$ cat src/design/nfft_pkg.sv
// Package for the netboot frame filter and tracker.
// Holds the item structs, verdict and phase codes, frame layout constants and
// the per-byte CRC-32 step. No dependencies.
package nfft_pkg;

  localparam int MAX_FRAME = 2048;
  localparam int IDX_W     = $clog2(MAX_FRAME + 1);
  localparam int LEN_W     = 12;

  localparam logic [31:0] CRC_POLY        = 32'hedb88320;
  localparam logic [15:0] ETHERTYPE_RESET = 16'h8abc;
  localparam logic [7:0]  PREAMBLE_BYTE   = 8'h55;
  localparam logic [7:0]  SFD_BYTE        = 8'hd5;

  // Byte positions within the frame, preamble included
  localparam int PREAMBLE_LEN = 8;
  localparam int SFD_POS      = 7;
  localparam int CRC_START    = 12;
  localparam int TYPE_HI_POS  = 20;
  localparam int TYPE_LO_POS  = 21;
  localparam int CMD_POS      = 22;
  localparam int ARG_POS      = 26;
  localparam int HDR_LEN      = 26;
  localparam int MIN_CMD_LEN  = 4;
  localparam int MIN_ARG_LEN  = 8;

  localparam logic [31:0] CMD_SET_SIZE = 32'd0;
  localparam logic [31:0] CMD_COPY     = 32'd1;

  typedef enum logic [2:0] {
    ST_OK           = 3'd0,
    ST_SHORT        = 3'd1,
    ST_BAD_PREAMBLE = 3'd2,
    ST_BAD_TYPE     = 3'd3,
    ST_BAD_CRC      = 3'd4,
    ST_TOO_LONG     = 3'd5
  } status_t;

  typedef enum logic [1:0] {
    PH_WAIT_SIZE = 2'd0,
    PH_RECEIVING = 2'd1,
    PH_DONE      = 2'd2
  } phase_t;

  typedef struct packed {
    logic [7:0] rx_byte;
    logic       frame_last;
  } rx_item_t;

  typedef struct packed {
    status_t          frame_status;
    logic [31:0]      command_code;
    logic [LEN_W-1:0] payload_length;
    logic             copy_enable;
    logic [31:0]      copy_offset;
    logic [LEN_W-1:0] copy_length;
    logic [31:0]      bytes_received;
    logic [31:0]      image_size;
    phase_t           boot_phase;
  } result_t;

  typedef struct packed {
    logic [IDX_W-1:0] byte_index;
    logic             length_overflow;
    logic             preamble_good;
    logic [31:0]      crc;
    logic [31:0]      tail;
    logic [15:0]      ether_type;
    logic [31:0]      command;
    logic [31:0]      argument;
  } frame_state_t;

  localparam frame_state_t FRAME_CLEAR = '{
    byte_index:      '0,
    length_overflow: 1'b0,
    preamble_good:   1'b1,
    crc:             32'hffffffff,
    tail:            '0,
    ether_type:      '0,
    command:         '0,
    argument:        '0
  };

  // Reflected CRC-32, one byte per call
  function automatic logic [31:0] crc_byte(input logic [31:0] crc_in, input logic [7:0] data);
    logic [31:0] c;
    c = crc_in ^ {24'd0, data};
    for (int k = 0; k < 8; k++) begin
      c = (c >> 1) ^ (c[0] ? CRC_POLY : 32'd0);
    end
    return c;
  endfunction

endpackage

$ cat src/design/netboot_frame_filter_and_tracker.sv
// Top level of the netboot frame filter and tracker.
// Depends on nfft_pkg for item structs, codes and the CRC step.
//
// Usage:
//   in channel  (in_valid/in_ready/in_item): one received byte per item,
//     preamble first and FCS last, frame_last set on the final byte.
//   out channel (out_valid/out_ready/out_item): one verdict per frame, with
//     the image bookkeeping as it stands after that frame.
//   cfg channel (cfg_valid/cfg_ready/cfg_data): the accepted ethertype; always
//     ready, write only while no frame is in flight.
// Throughput: one byte per cycle while in_ready is high; the CRC is advanced a whole byte per cycle.
// Pipeline: the frame state of the last byte is registered into the frame-end
//   stage, and the verdict computed there is registered into the output register
//   once that register is free, which raises out_valid.
// Stalls: while a verdict waits in the frame-end stage behind a result the
//   receiver has not taken, in_ready is low for every byte; it returns as soon
//   as the receiver takes the held result.
// Reset: clears the frame state, drops any pending verdict, sets the image
//   phase to awaiting size with zero counts, and the ethertype to 0x8abc.
module netboot_frame_filter_and_tracker (
  input  logic               clk,
  input  logic               rst,
  input  logic               in_valid,
  output logic               in_ready,
  input  nfft_pkg::rx_item_t in_item,
  output logic               out_valid,
  input  logic               out_ready,
  output nfft_pkg::result_t  out_item,
  input  logic               cfg_valid,
  output logic               cfg_ready,
  input  logic [15:0]        cfg_data
);
  import nfft_pkg::*;

  logic [15:0]  ethertype;
  frame_state_t frame, frame_next;
  frame_state_t snap;
  logic         snap_valid;
  logic         in_fire, advance;

  phase_t       phase, phase_next;
  logic [31:0]  received_count, received_count_next;
  logic [31:0]  total_size, total_size_next;
  result_t      result_next;

  assign cfg_ready = 1'b1;
  assign advance   = !out_valid || out_ready;
  assign in_ready  = !snap_valid || advance;
  assign in_fire   = in_valid && in_ready;

  always_ff @(posedge clk) begin
    if (rst) begin
      ethertype <= ETHERTYPE_RESET;
    end else if (cfg_valid) begin
      ethertype <= cfg_data;
    end
  end

  // Byte stage: advance the per-frame state
  always_comb begin
    logic [IDX_W-1:0] idx;
    logic [7:0]       b;
    idx        = frame.byte_index;
    b          = in_item.rx_byte;
    frame_next = frame;
    if (idx >= IDX_W'(MAX_FRAME)) begin
      frame_next.length_overflow = 1'b1;
    end else begin
      if (idx < IDX_W'(PREAMBLE_LEN)) begin
        if (b != ((idx == IDX_W'(SFD_POS)) ? SFD_BYTE : PREAMBLE_BYTE)) begin
          frame_next.preamble_good = 1'b0;
        end
      end else begin
        // FCS candidate sits in the tail; CRC sees bytes four positions late
        if (idx >= IDX_W'(CRC_START)) begin
          frame_next.crc = crc_byte(frame.crc, frame.tail[7:0]);
        end
        frame_next.tail = {b, frame.tail[31:8]};
      end
      if (idx == IDX_W'(TYPE_HI_POS)) begin
        frame_next.ether_type[15:8] = b;
      end
      if (idx == IDX_W'(TYPE_LO_POS)) begin
        frame_next.ether_type[7:0] = b;
      end
      for (int j = 0; j < 4; j++) begin
        if (idx == IDX_W'(CMD_POS + j)) begin
          frame_next.command[8*j +: 8] = b;
        end
        if (idx == IDX_W'(ARG_POS + j)) begin
          frame_next.argument[8*j +: 8] = b;
        end
      end
      frame_next.byte_index = idx + 1'b1;
    end
  end

  always_ff @(posedge clk) begin
    if (rst) begin
      frame      <= FRAME_CLEAR;
      snap_valid <= 1'b0;
    end else begin
      if (in_fire) begin
        frame <= in_item.frame_last ? FRAME_CLEAR : frame_next;
      end
      if (in_fire && in_item.frame_last) begin
        snap_valid <= 1'b1;
      end else if (advance) begin
        snap_valid <= 1'b0;
      end
    end
  end

  always_ff @(posedge clk) begin
    if (in_fire && in_item.frame_last) begin
      snap <= frame_next;
    end
  end

  // Frame-end stage: verdict and image bookkeeping
  always_comb begin
    logic [IDX_W-1:0] plen;
    logic [IDX_W-1:0] data_len;
    logic [32:0]      chunk_end;
    logic             frame_ok;
    logic             act;
    logic             do_copy;
    status_t          status;

    plen      = snap.byte_index - IDX_W'(HDR_LEN);
    data_len  = plen - IDX_W'(MIN_ARG_LEN);
    chunk_end = {1'b0, snap.argument} + 33'(data_len);

    priority if (snap.byte_index < IDX_W'(HDR_LEN)) begin
      status = ST_SHORT;
    end else if (snap.length_overflow) begin
      status = ST_TOO_LONG;
    end else if (!snap.preamble_good) begin
      status = ST_BAD_PREAMBLE;
    end else if (snap.ether_type != ethertype) begin
      status = ST_BAD_TYPE;
    end else if (~snap.crc != snap.tail) begin
      status = ST_BAD_CRC;
    end else begin
      status = ST_OK;
    end

    frame_ok = (status == ST_OK);
    act      = frame_ok && (plen >= IDX_W'(MIN_ARG_LEN));
    do_copy  = act && (phase == PH_RECEIVING) && (snap.command == CMD_COPY)
               && (snap.argument <= received_count)
               && (chunk_end > {1'b0, received_count});

    phase_next          = phase;
    received_count_next = received_count;
    total_size_next     = total_size;
    if (act && (phase == PH_WAIT_SIZE) && (snap.command == CMD_SET_SIZE)) begin
      total_size_next = snap.argument;
      phase_next      = (received_count >= snap.argument) ? PH_DONE : PH_RECEIVING;
    end
    if (do_copy) begin
      // saturate the count at all ones
      received_count_next = chunk_end[32] ? 32'hffffffff : chunk_end[31:0];
      if (chunk_end >= {1'b0, total_size}) begin
        phase_next = PH_DONE;
      end
    end

    result_next.frame_status   = status;
    result_next.command_code   = (frame_ok && plen >= IDX_W'(MIN_CMD_LEN)) ? snap.command : '0;
    result_next.payload_length = frame_ok ? LEN_W'(plen) : '0;
    result_next.copy_enable    = do_copy;
    result_next.copy_offset    = do_copy ? snap.argument : '0;
    result_next.copy_length    = do_copy ? LEN_W'(data_len) : '0;
    result_next.bytes_received = received_count_next;
    result_next.image_size     = total_size_next;
    result_next.boot_phase     = phase_next;
  end

  always_ff @(posedge clk) begin
    if (rst) begin
      out_valid      <= 1'b0;
      phase          <= PH_WAIT_SIZE;
      received_count <= '0;
      total_size     <= '0;
    end else if (snap_valid && advance) begin
      out_valid      <= 1'b1;
      phase          <= phase_next;
      received_count <= received_count_next;
      total_size     <= total_size_next;
    end else if (out_ready) begin
      out_valid <= 1'b0;
    end
  end

  always_ff @(posedge clk) begin
    if (snap_valid && advance) begin
      out_item <= result_next;
    end
  end

endmodule

$ cat config.mk
export PLATFORM = sky130hd
export DESIGN_NAME = netboot_frame_filter_and_tracker
export DESIGN_NICKNAME = d
export VERILOG_FILES = /design/src/design/nfft_pkg.sv /design/src/design/netboot_frame_filter_and_tracker.sv
export SDC_FILE = /design/constraint.sdc
export NUM_CORES = 1
export LEC_CHECK = 0
export BUFFER_PORTS_ARGS = -buffer_cell sky130_fd_sc_hd__buf_2
export CAP_MARGIN = 20
export CORE_ASPECT_RATIO = 1.4
export CORE_UTILIZATION = 57
export CTS_BUF_LIST = sky130_fd_sc_hd__clkbuf_4
export CTS_CLUSTER_SIZE = 16
export DETAILED_ROUTE_END_ITERATION = 6
export PLACE_DENSITY = 0.81
export SETUP_SLACK_MARGIN = 0.1
export SYNTH_ARGS = -nofsm -noshare
export SYNTH_HDL_FRONTEND = slang
export SYNTH_SLANG_ARGS = --single-unit
$ cat constraint.sdc
create_clock -name clk -period 5.88 [get_ports clk]
set_input_delay 0.588 -clock clk [delete_from_list [all_inputs] [get_ports clk]]
set_output_delay 0.588 -clock clk [all_outputs]
set_load 0.01 [all_outputs]
Word level (Yosys, flattened, before mapping):

Index checks and enable logic that the tools add are counted.

* shifts and indexed selects: 0
* multiply operators: 0
* muxes and demuxes: 43
* div/mod/pow operators: 0
* eq/ne operators: 16
* add/subtract/negate cells: 4
* reduce and logical (&&, ||, !) cells: 20
* bitwise logic cells: 10
* $lt $le $gt $ge: 10

Operators with widths (count)
* 2-to-1 mux 32 bit: 12
* XOR 31 x 32 -> 32 bit: 8
* 2-to-1 mux 158 bit: 1
* 2-to-1 mux 145 bit: 1
* == test 12 x 5 -> 1 bit (second input constant): 10
* 2-to-1 mux 8 bit: 11
* 2-to-1 mux 64 bit: 1
* adder 32 x 12 -> 33 bit: 1
* greater-or-equal comparator 33 x 32 -> 1 bit: 1
* greater-than comparator 33 x 32 -> 1 bit: 1
* == test 32 x 1 -> 1 bit (second input constant): 1
* greater-or-equal comparator 32 bit: 1
* <= comparator 32 bit: 1
* zero test 32 bit: 1
* != test 32 bit: 1
* inverter 32 bit: 1
* XOR 32 x 8 -> 32 bit: 1
* greater-or-equal comparator 12 x 4 -> 1 bit (second input constant): 2
* != test 16 bit: 1
* 2-to-1 mux 3 bit: 5
* adder 12 x 1 -> 12 bit (second input constant): 1
* == test 12 x 3 -> 1 bit (second input constant): 1
* greater-or-equal comparator 12 bit (second input constant): 1
* greater-or-equal comparator 12 x 3 -> 1 bit (second input constant): 1
* other kinds (15): 37

* bits of input ports: 30
* register bits: 558
* memories kept: 0
* latch bits: 0
* RAM bits: 0
* ROM bits: 0

Longest topological paths before layout:

Gate-level depths: netlist of run 1.

* depth after elaboration: 21
* mapped depth: 30
* depth with buffers taken out: 26

Worst setup path before layout of run 1:

Ideal clock, no wire load.

* path kind: input port to flip-flop
* start point: input out_ready
* end point: register received_count[20]
* setup slack: -0.201 ns
* required time: 5.484 ns
* arrival: 5.685 ns
* stages on the path: 5
* buffers on the path: 1
* path through: nand2b_1 > nand2_1 > clkinv_1 > clkbuf_1 > a311oi_1

* word-level cells in the longest chain between the ends: 2

RTL lines
* from (decl): line netboot_frame_filter_and_tracker.sv:27 `input logic out_ready,`
* logical OR 1 bit: line netboot_frame_filter_and_tracker.sv:47 `assign advance = !out_valid || out_ready;`
* logical AND 1 bit: line netboot_frame_filter_and_tracker.sv:186 `end else if (snap_valid && advance) begin`
* to (signal assigned): line netboot_frame_filter_and_tracker.sv:189 `received_count <= received_count_next;`
* to (decl): line netboot_frame_filter_and_tracker.sv:42 `logic [31:0] received_count, received_count_next;`

No other way between the ends.
A chain may end at the register's enable or synchronous reset.

Worst setup path after layout of run 1:

* start point: register snap[147] in the netlist's numbering
* end point: register out_item[1] in the netlist's numbering, data pin

* word-level cells in the longest chain between the ends: 9

RTL lines
* from (decl): line netboot_frame_filter_and_tracker.sv:37 `frame_state_t snap;`
* from (signal assigned): line netboot_frame_filter_and_tracker.sv:116 `snap <= frame_next;`
* parallel branches: the longest is 8 deep, another holds adder 32 x 12 -> 33 bit
* 2-to-1 mux 2 bit (*): line netboot_frame_filter_and_tracker.sv:161 `if (do_copy) begin`
* via phase_next[1]: line netboot_frame_filter_and_tracker.sv:41 `phase_t phase, phase_next;`
* to (signal assigned): line netboot_frame_filter_and_tracker.sv:198 `out_item <= result_next;`
* to (decl): line netboot_frame_filter_and_tracker.sv:28 `output nfft_pkg::result_t out_item,`

Mark *: on every way through the listed nets, which the timed path passes.

==> results of run 1 <==
-- final cells by class --
class / count / area, sq um
Tap cell: 617 / 772
Multi-Input combinational cell: 1630 / 11900
Clock buffer: 215 / 1610
Clock inverter: 33 / 203
Sequential cell: 558 / 14300
Inverter: 117 / 452
Antenna cell: 2 / 5.00
Fill cell: 3246 / 14500
Timing Repair Buffer: 330 / 2240
-- logic make-up after synthesis --
family                     Yosys count  share of synthesized area [%]
AOI/OAI and AO/OA                  510                           12.8
xor gates and xnor gates           172                           5.77
adders and majority gates          115                           5.45
buffers and inverters              258                           3.87
DFF                                558                           54.0
muxes                              134                           5.74
other                                1                         0.0141
and+or+nand+nor                    698                           12.3
-- sequential cells by signal (all words and copies together), names as in the netlist --
| signal | cells |
|---|---|
| ethertype | 16 |
| frame | 158 |
| out_item | 158 |
| out_valid | 1 |
| phase | 2 |
| received_count | 32 |
| snap | 158 |
| snap_valid | 1 |
| total_size | 32 |
-- worst min-delay path by stage --
stage,end,from,slack (ps)
after floorplan,frame[144],frame[144],430
after global placement,frame[144],frame[144],450
after detailed placement,frame[144],frame[144],450
after CTS,snap_valid,in_item[0],130
after global routing,frame[154],in_item[0],190
final,frame[154],in_item[0],180
-- worst max-delay path: cells and delay by family (launching register included) --
| family | cells | cell delay (ps) |
|---|---|---|
| fa+ha+maj | 2 | 610 |
| compound gates | 11 | 2120 |
| simple gates | 6 | 1330 |
| buf+inv | 4 | 670 |
| flops | 1 | 460 |
| xor+xnor | 2 | 430 |
-- metal layers --
metal / track usage (%) / part of all wire, %
met1: 30.4 / 35
met2: 52.5 / 52
met3: 5.26 / 6.4
met4: 21.2 / 6.8
met5: 0 / 0
-- what timing repair did --
item	4_1_cts	5_1_grt
pin swaps	10	48
gates resized for setup	32	94
setup endpoints to repair	113	113
hold endpoints to repair	17	0
gates cloned	2	6
buffers inserted	7	19
hold buffers	17	0
-- placed cells by master, fill, tap and decap left out, types with 100 or more instances in the layout --
| master | count |
|---|---|
| buf_2 | 189 |
| dfxtp_1 | 242 |
| o21ai_0 | 126 |
| nand2_1 | 181 |
| inv_1 | 112 |
| nor2_1 | 271 |
| buf_4 | 100 |
| ha_1 | 105 |
| clkbuf_4 | 215 |
| edfxtp_1 | 316 |
-- report_power, final --
| part | switching, uW | internal, uW |
|---|---|---|
| Combinational | 478 | 268 |
| Sequential | 50.6 | 4180 |
| Clock | 1570 | 1750 |
| Total | 2090 | 6200 |
-- through the flow --
| step | area (sq um) | setup TNS, ps | instances | power, uW |
|---|---|---|---|---|
| final | 31500 | 0 | 3502 | 8300 |
| after global routing | 31500 | -2420 | 3501 | 8610 |
| after CTS | 30700 | 0 | 3474 | 8260 |
| after detailed placement | 28400 | -20810 | 3200 | 4970 |
| after global placement | 28400 | -3800 | 3200 | 4940 |
| after floorplan | 26500 | 0 | 2446 | 4720 |
==> summary.txt, run 1 <==
Yosys
  – Ys async rst share: 0%
  – Synth top cells by count: edfxtp_1 (316), nor2_1 (279), dfxtp_1 (242), nand2_1 (186), o21ai_0 (133)
  – Syn Std Cell Area: 26500 sq um
  – FF+latch count, synth: 558
  – Most frequent cell after synthesis: edfxtp_1
  – Ys Warns: 0
  – Synthesized area per cell: around 11 sq um
  – Synth area leader: edfxtp_1
  – Synth Flop Type: edfxtp_1
  – Post-synthesis instance total: 2446
  – Synth unique cells: 78
  – Post-Syn Nets: 2591
  – Sequential area share after synthesis: 54.0%
  – Post-synth top area share: 35.7%
  – Top cells by area, synth: edfxtp_1 (36%), dfxtp_1 (18%), ha_1 (5.4%)
  – Number of enable flip-flop cells after synthesis: ~320

Timing
  – RSZ-0062 raised after global routing: true
  – Hold Vio Cnt, Final: 0
  – Clk_skew: between 60 and 70 ps
  – Max Slew Vio Count: 0
  – Hold_ws: 183 ps
  – Worst Tran Pin Value: 1140 ps
  – F_max: roughly 170 MHz
  – PnR worst setup slack: ~12 ps
  – Minimum clock period: about 5900 ps
  – Final setup violation count: 0
  – Normalized max-slew margin: roughly a quarter
  – Tcrit/Tclk final: 99.8%

Setup path
  – Type of the worst setup path: flop to flop
  – Worst setup SP type: flop
  – CP max-delay cell: edfxtp_1
  – Max FO, Critical Path: 8
  – Required time worst endpoint: 6550 ps
  – Nature of the critical path endpoint: flop
  – Critical Path Source: snap[147]
  – Critical Path Max Stage Delay: 460 ps
  – Reg-to-Reg End: out_item[1]
  – Worst R2R Setup Slack: approximately 12 ps
  – CP Capture Point: out_item[1]
  – Critical path arrival: 6530 ps
  – Reg2reg path depth: 25
  – Launch point of the worst reg-to-reg path: snap[147]

Global routing
  – Total grt overflow: 0
  – Number of global-route vias before repair: between 20k and 25k
  – Initial antenna violation count: 1
  – First-pass GRT wire length: 107000 microns
  – Largest net degree at the start of global routing: about 170
  – Total GRT Usage: 29.3%

Place
  – RePlAce Congestion: a little over 1
  – Dpl ws: -342 ps
  – IO Port Bufs: about 190
  – DP Wirelength: 46500 microns

Clock tree
  – Longest Clk Path Bufs: 3
  – Clock Tree Root: clkbuf_4
  – Clk Latency, worst-skew pair: 930 ps
  – Clock-pin slew on the worst setup and hold paths: approximately 80 ps
  – TritonCTS clock tree: done
  – CTS sink count: 558
  – TritonCTS Buffers: 134
  – H-tree Lvls: 4

Routing
  – DRT Pass-1 Iters: 6
  – DRC viols: 0
  – Final ANT Viol Nets: 0
  – DR vias/cell: 5.96
  – Vias: 20.9k
  – Post-DR wirelength/cell: between 20 and 25 microns
  – DRT Wirelength: 72800 microns
  – 1st-iter DRT viols: 1624

Floorplan
  – Core box area: 46000 sq um
  – Initial Utilization: between 50% and 60%
  – Die H: 257 microns
  – Die X: around 180 microns
  – Row count: between 90 and 100
  – Die Footprint: 47400 sq um
  – # IOs: 191

Layout
  – Share of cells above drive strength 1: 27.7%
  – Area delta synth->final: 18.6%
  – Fin util: 68.5%
  – Final nets: 2916

Pwr
  – PD cells: about 260 nW/um^2
  – P_leak: ~0.012 uW
  – Peak supply drop: 0.000203 V

Min path
  – WHS Path Cells: 3
  – Hold Path Class: input pin to flop

Outcome
  – Status: complete, no violations

Run
  – Max-Cap Viols: 0
No activity file was read; power rests on OpenSTA's default activity.
==> inputs of run 2 (changes only) <==
- ABC_AREA: default -> 1
- CORE_UTILIZATION: 57 -> 25
- PLACE_DENSITY: 0.81 -> 0.43
==> run 2 against run 1 <==
Effect of this change:
- clock power increased by 12%
- area after synthesis increased by 5.3%
- die area increased by 140%
- sequential share of layout area decreased by 2.5 points
- synthesized cell count increased by 31%
- critical path depth increased by 7
- design area increased by 5.9%
- flip-flop and latch count unchanged
- total power increased by 7.8%
- combinational power increased by 29%
- maximum frequency increased by 8.0%
- via count increased by 6.1%
- critical path type unchanged
- critical endpoint is now out_item[45]
==> summary.txt, run 2 <==
Layout
  – Area of the multi-input gates: 11700 sq um (-1.4%)
  – Most frequent cells in the layout: nand2_1 (692), inv_1 (413), edfxtp_1 (316)
  – Post-layout instance area: 33300 sq um (+5.9%)
  – Fin util: 30.2% (-38 points)
  – Top Registers: frame x158, out_item x158, snap x158
  – Fillers: 11.8k (+260%)
  – Final nets: 3647 (+25%)
  – Share of cells above drive strength 1: 17.3% (-10 points)
  – Area occupied by registers: 14300 sq um (unchanged)
  – Most common cell after layout, fill and taps aside: nand2_1
  – Area delta synth->final: 19.2%

Routing
  – DRT Wirelength: 90200 microns (+24%)
  – Met3 wire length: 3210 microns (-31%)
  – Post-DR wirelength/cell: 17.7 microns (-15%)
  – DRT Pass-1 Iters: 5 (-1)
  – WL met1: 36300 microns (+44%)
  – 1st-iter DRT viols: 1091 (-33%)
  – Final ANT Viol Nets: 0 (unchanged)
  – DR vias/cell: 4.35 (-27%)
  – Top sig layer: met4
  – DRC viols: 0 (unchanged)
  – Vias: 22.1k (+6.1%)
  – Met2 routed WL: 48100 microns (+26%)

Global routing
  – Largest net degree at the start of global routing: 160 (-6.4%)
  – First-pass GRT wire length: 134000 microns (+25%)
  – Number of global-route vias before repair: 22.3k (+8.8%)
  – Total GRT Usage: 15.8% (-14 points)
  – Initial antenna violation count: 2 (+1)
  – Total grt overflow: 0 (unchanged)

Timing
  – Final setup violation count: 0 (unchanged)
  – Worst Tran Pin Value: 1030 ps (-117 ps)
  – Hold Vio Cnt, Final: 0 (unchanged)
  – Hold_ws: 106 ps (-77.4 ps)
  – Tcrit/Tclk final: 92.4% (-7.4 points)
  – Max Slew Vio Count: 0 (unchanged)
  – Normalized max-slew margin: 31.6% (+7.8 points)
  – RSZ-0062 raised after global routing: false
  – TNS Setup: 0 ps (unchanged)
  – PnR worst setup slack: 447 ps (+434 ps)
  – Minimum clock period: 5430 ps (-434 ps)
  – F_max: 184 MHz (+8.0%)
  – Clk_skew: 94.4 ps (+29.9 ps)

Clock tree
  – Clock Tree Root: clkbuf_4
  – TritonCTS Buffers: 154 (+15%)
  – CTS sink count: 558 (unchanged)
  – Clk Latency, worst-skew pair: 1100 ps (+170 ps)
  – Longest Clk Path Bufs: 3 (unchanged)
  – H-tree Lvls: 4 (unchanged)
  – Clock-pin slew on the worst setup and hold paths: 60 ps (-20 ps)
  – TritonCTS clock tree: done

Place
  – DP Wirelength: 63800 microns (+37%)
  – IO Port Bufs: 189 (unchanged)
  – RePlAce Congestion: 0.880 (-13%)
  – Dpl ws: -311 ps (+30.5 ps)
  – Placed Area: 30500 sq um (+7.3%)

Floorplan
  – Initial Utilization: 25.3% (-32 points)
  – Core box area: 110000 sq um (+140%)
  – Die Footprint: 113000 sq um (+140%)
  – Row count: 144 (+55%)
  – # IOs: 191 (unchanged)
  – Die X: 285 microns (+54%)
  – Die H: 398 microns (+54%)

Yosys
  – Post-Syn Nets: 3353 (+29%)
  – Synth top cells by count: nand2_1 (700), inv_1 (419), edfxtp_1 (316), a21oi_1 (303), nor2_1 (298)
  – Syn Std Cell Area: 27900 sq um (+5.3%)
  – Ys Warns: 0 (unchanged)
  – Synth area leader: edfxtp_1
  – Most frequent cell after synthesis: nand2_1
  – FF+latch count, synth: 558 (unchanged)
  – Largest family of logic cells by synthesized area: simple AND/OR/NAND/NOR gates
  – Mux cell area share after synthesis: 2.13% (-3.6 points)
  – Ys async rst share: 0% (unchanged)
  – Top cells by area, synth: edfxtp_1 (34%), dfxtp_1 (17%), nand2_1 (9.4%)
  – Synth Flop Type: edfxtp_1
  – Synthesized area per cell: 8.71 sq um (-20%)
  – Post-Synth Simple-Gate Area: 18.2% (+5.9 points)
  – Synth unique cells: 50 (-36%)
  – Compound-Gate Fraction of Synth Area: 10.4% (-2.4 points)
  – Post-synth top area share: 34.0% (-1.8 points)
  – Number of enable flip-flop cells after synthesis: 316 (unchanged)
  – Post-Synth Adder-Cell Area: 5.18% (-0.27 points)
  – Post-synthesis instance total: 3208 (+31%)
  – Sequential area share after synthesis: 51.3% (-2.7 points)
  – Synth Area in XOR/XNOR: 4.83% (-0.95 points)

Setup path
  – Required time worst endpoint: 6690 ps (+140 ps)
  – Type of the worst setup path: flop to flop
  – Critical path arrival: 6250 ps (-280 ps)
  – Launch point of the worst reg-to-reg path: snap[147]
  – Reg-to-Reg End: out_item[45]
  – Most used cell, CP: nand2_1
  – Critical Path Max Stage Delay: 400 ps (-60 ps)
  – Worst R2R Setup Slack: 450 ps (+430 ps)
  – Nature of the critical path endpoint: flop
  – Reg2reg path depth: 32 (+28%)
  – Bufs and invs on worst path: 5 (+1)
  – Delay-heaviest family, CP: simple AND/OR/NAND/NOR gates
  – Worst setup SP type: flop
  – CP max-delay cell: edfxtp_1
  – Max FO, Critical Path: 16 (+8)

Pwr
  – PD cells: 269 nW/um^2 (+1.9%)
  – P_leak: 0.0147 uW (+18%)
  – Peak supply drop: 0.000156 V (-23%)

Min path
  – Hold path start: rst
  – Min-Delay Endpoint: frame[95]
  – WHS Path Cells: 3 (unchanged)
  – Hold Path Class: input pin to flop

Outcome
  – Status: complete, no violations

Run
  – Max-Cap Viols: 0 (unchanged)
## run 2: repair_timing
| item | CTS | global route |
|---|---|---|
| hold buffers | 37 | 0 |
| buffers inserted | 0 | 4 |
| setup endpoints to repair | 109 | 112 |
| cloned | 0 | 2 |
| resized for setup | 13 | 53 |
| pin swaps | 2 | 9 |
| hold endpoints to repair | 40 | 0 |
## run 2: cells by family (layout without fill, tap and decap cells)
logic type / after synthesis / count (layout)
simple gates: 1224 / 1224
buf+inv: 564 / 988
flops: 558 / 558
compound gates: 542 / 542
xor+xnor: 145 / 145
fa+ha+maj: 115 / 115
mux: 59 / 59
other cells: 1 / 4
## run 2: worst max path at each step
stage          slack (ps)  depth (start not counted)  startpoint      endpoint
4_1_cts                90                         36   snap[147]  out_item[37]
3_5_place_dp         -310                         31   snap[147]  out_item[59]
6_report              450                         32   snap[147]  out_item[45]
3_3_place_gp         -300                         32   snap[147]  out_item[59]
5_1_grt                60                         31   snap[147]  out_item[37]
2_1_floorplan        1040                         36   snap[147]  out_item[44]
## run 2: cell type report
cell class                      count  area share [%]
Timing Repair Buffer              269            5.26
Inverter                          433            4.91
Multi-Input combinational cell   2086            35.1
Clock buffer                      237            5.34
Antenna cell                        3          0.0225
Tap cell                         1460            5.48
Clock inverter                     49           0.871
Sequential cell                   558            43.0
## run 2: tightest hold or removal path, cell delays in order
cell and delay (ps):
buf_4 120, buf_12 220, a21oi_1 200
## run 2: routing by layer
metal	global-route usage (%)	vias to the layer above
met1	17.3	10295
met4	6.22	0
met3	3.17	146
met2	29.5	431
met5	0	-
li1	-	11271
## run 2: where the power goes
group / internal [uW] / switching, uW / total, uW
Sequential: 4220 / 63.8 / 4280
Combinational: 314 / 645 / 959
Clock: 1940 / 1770 / 3710
Total: 6470 / 2480 / 8950
## run 2: per-stage QoR
step,power (uW),cells
after global routing,9440,5095
after global placement,5290,4763
final,8950,5095
after CTS,9120,5086
after floorplan,4960,3208
after detailed placement,5290,4763
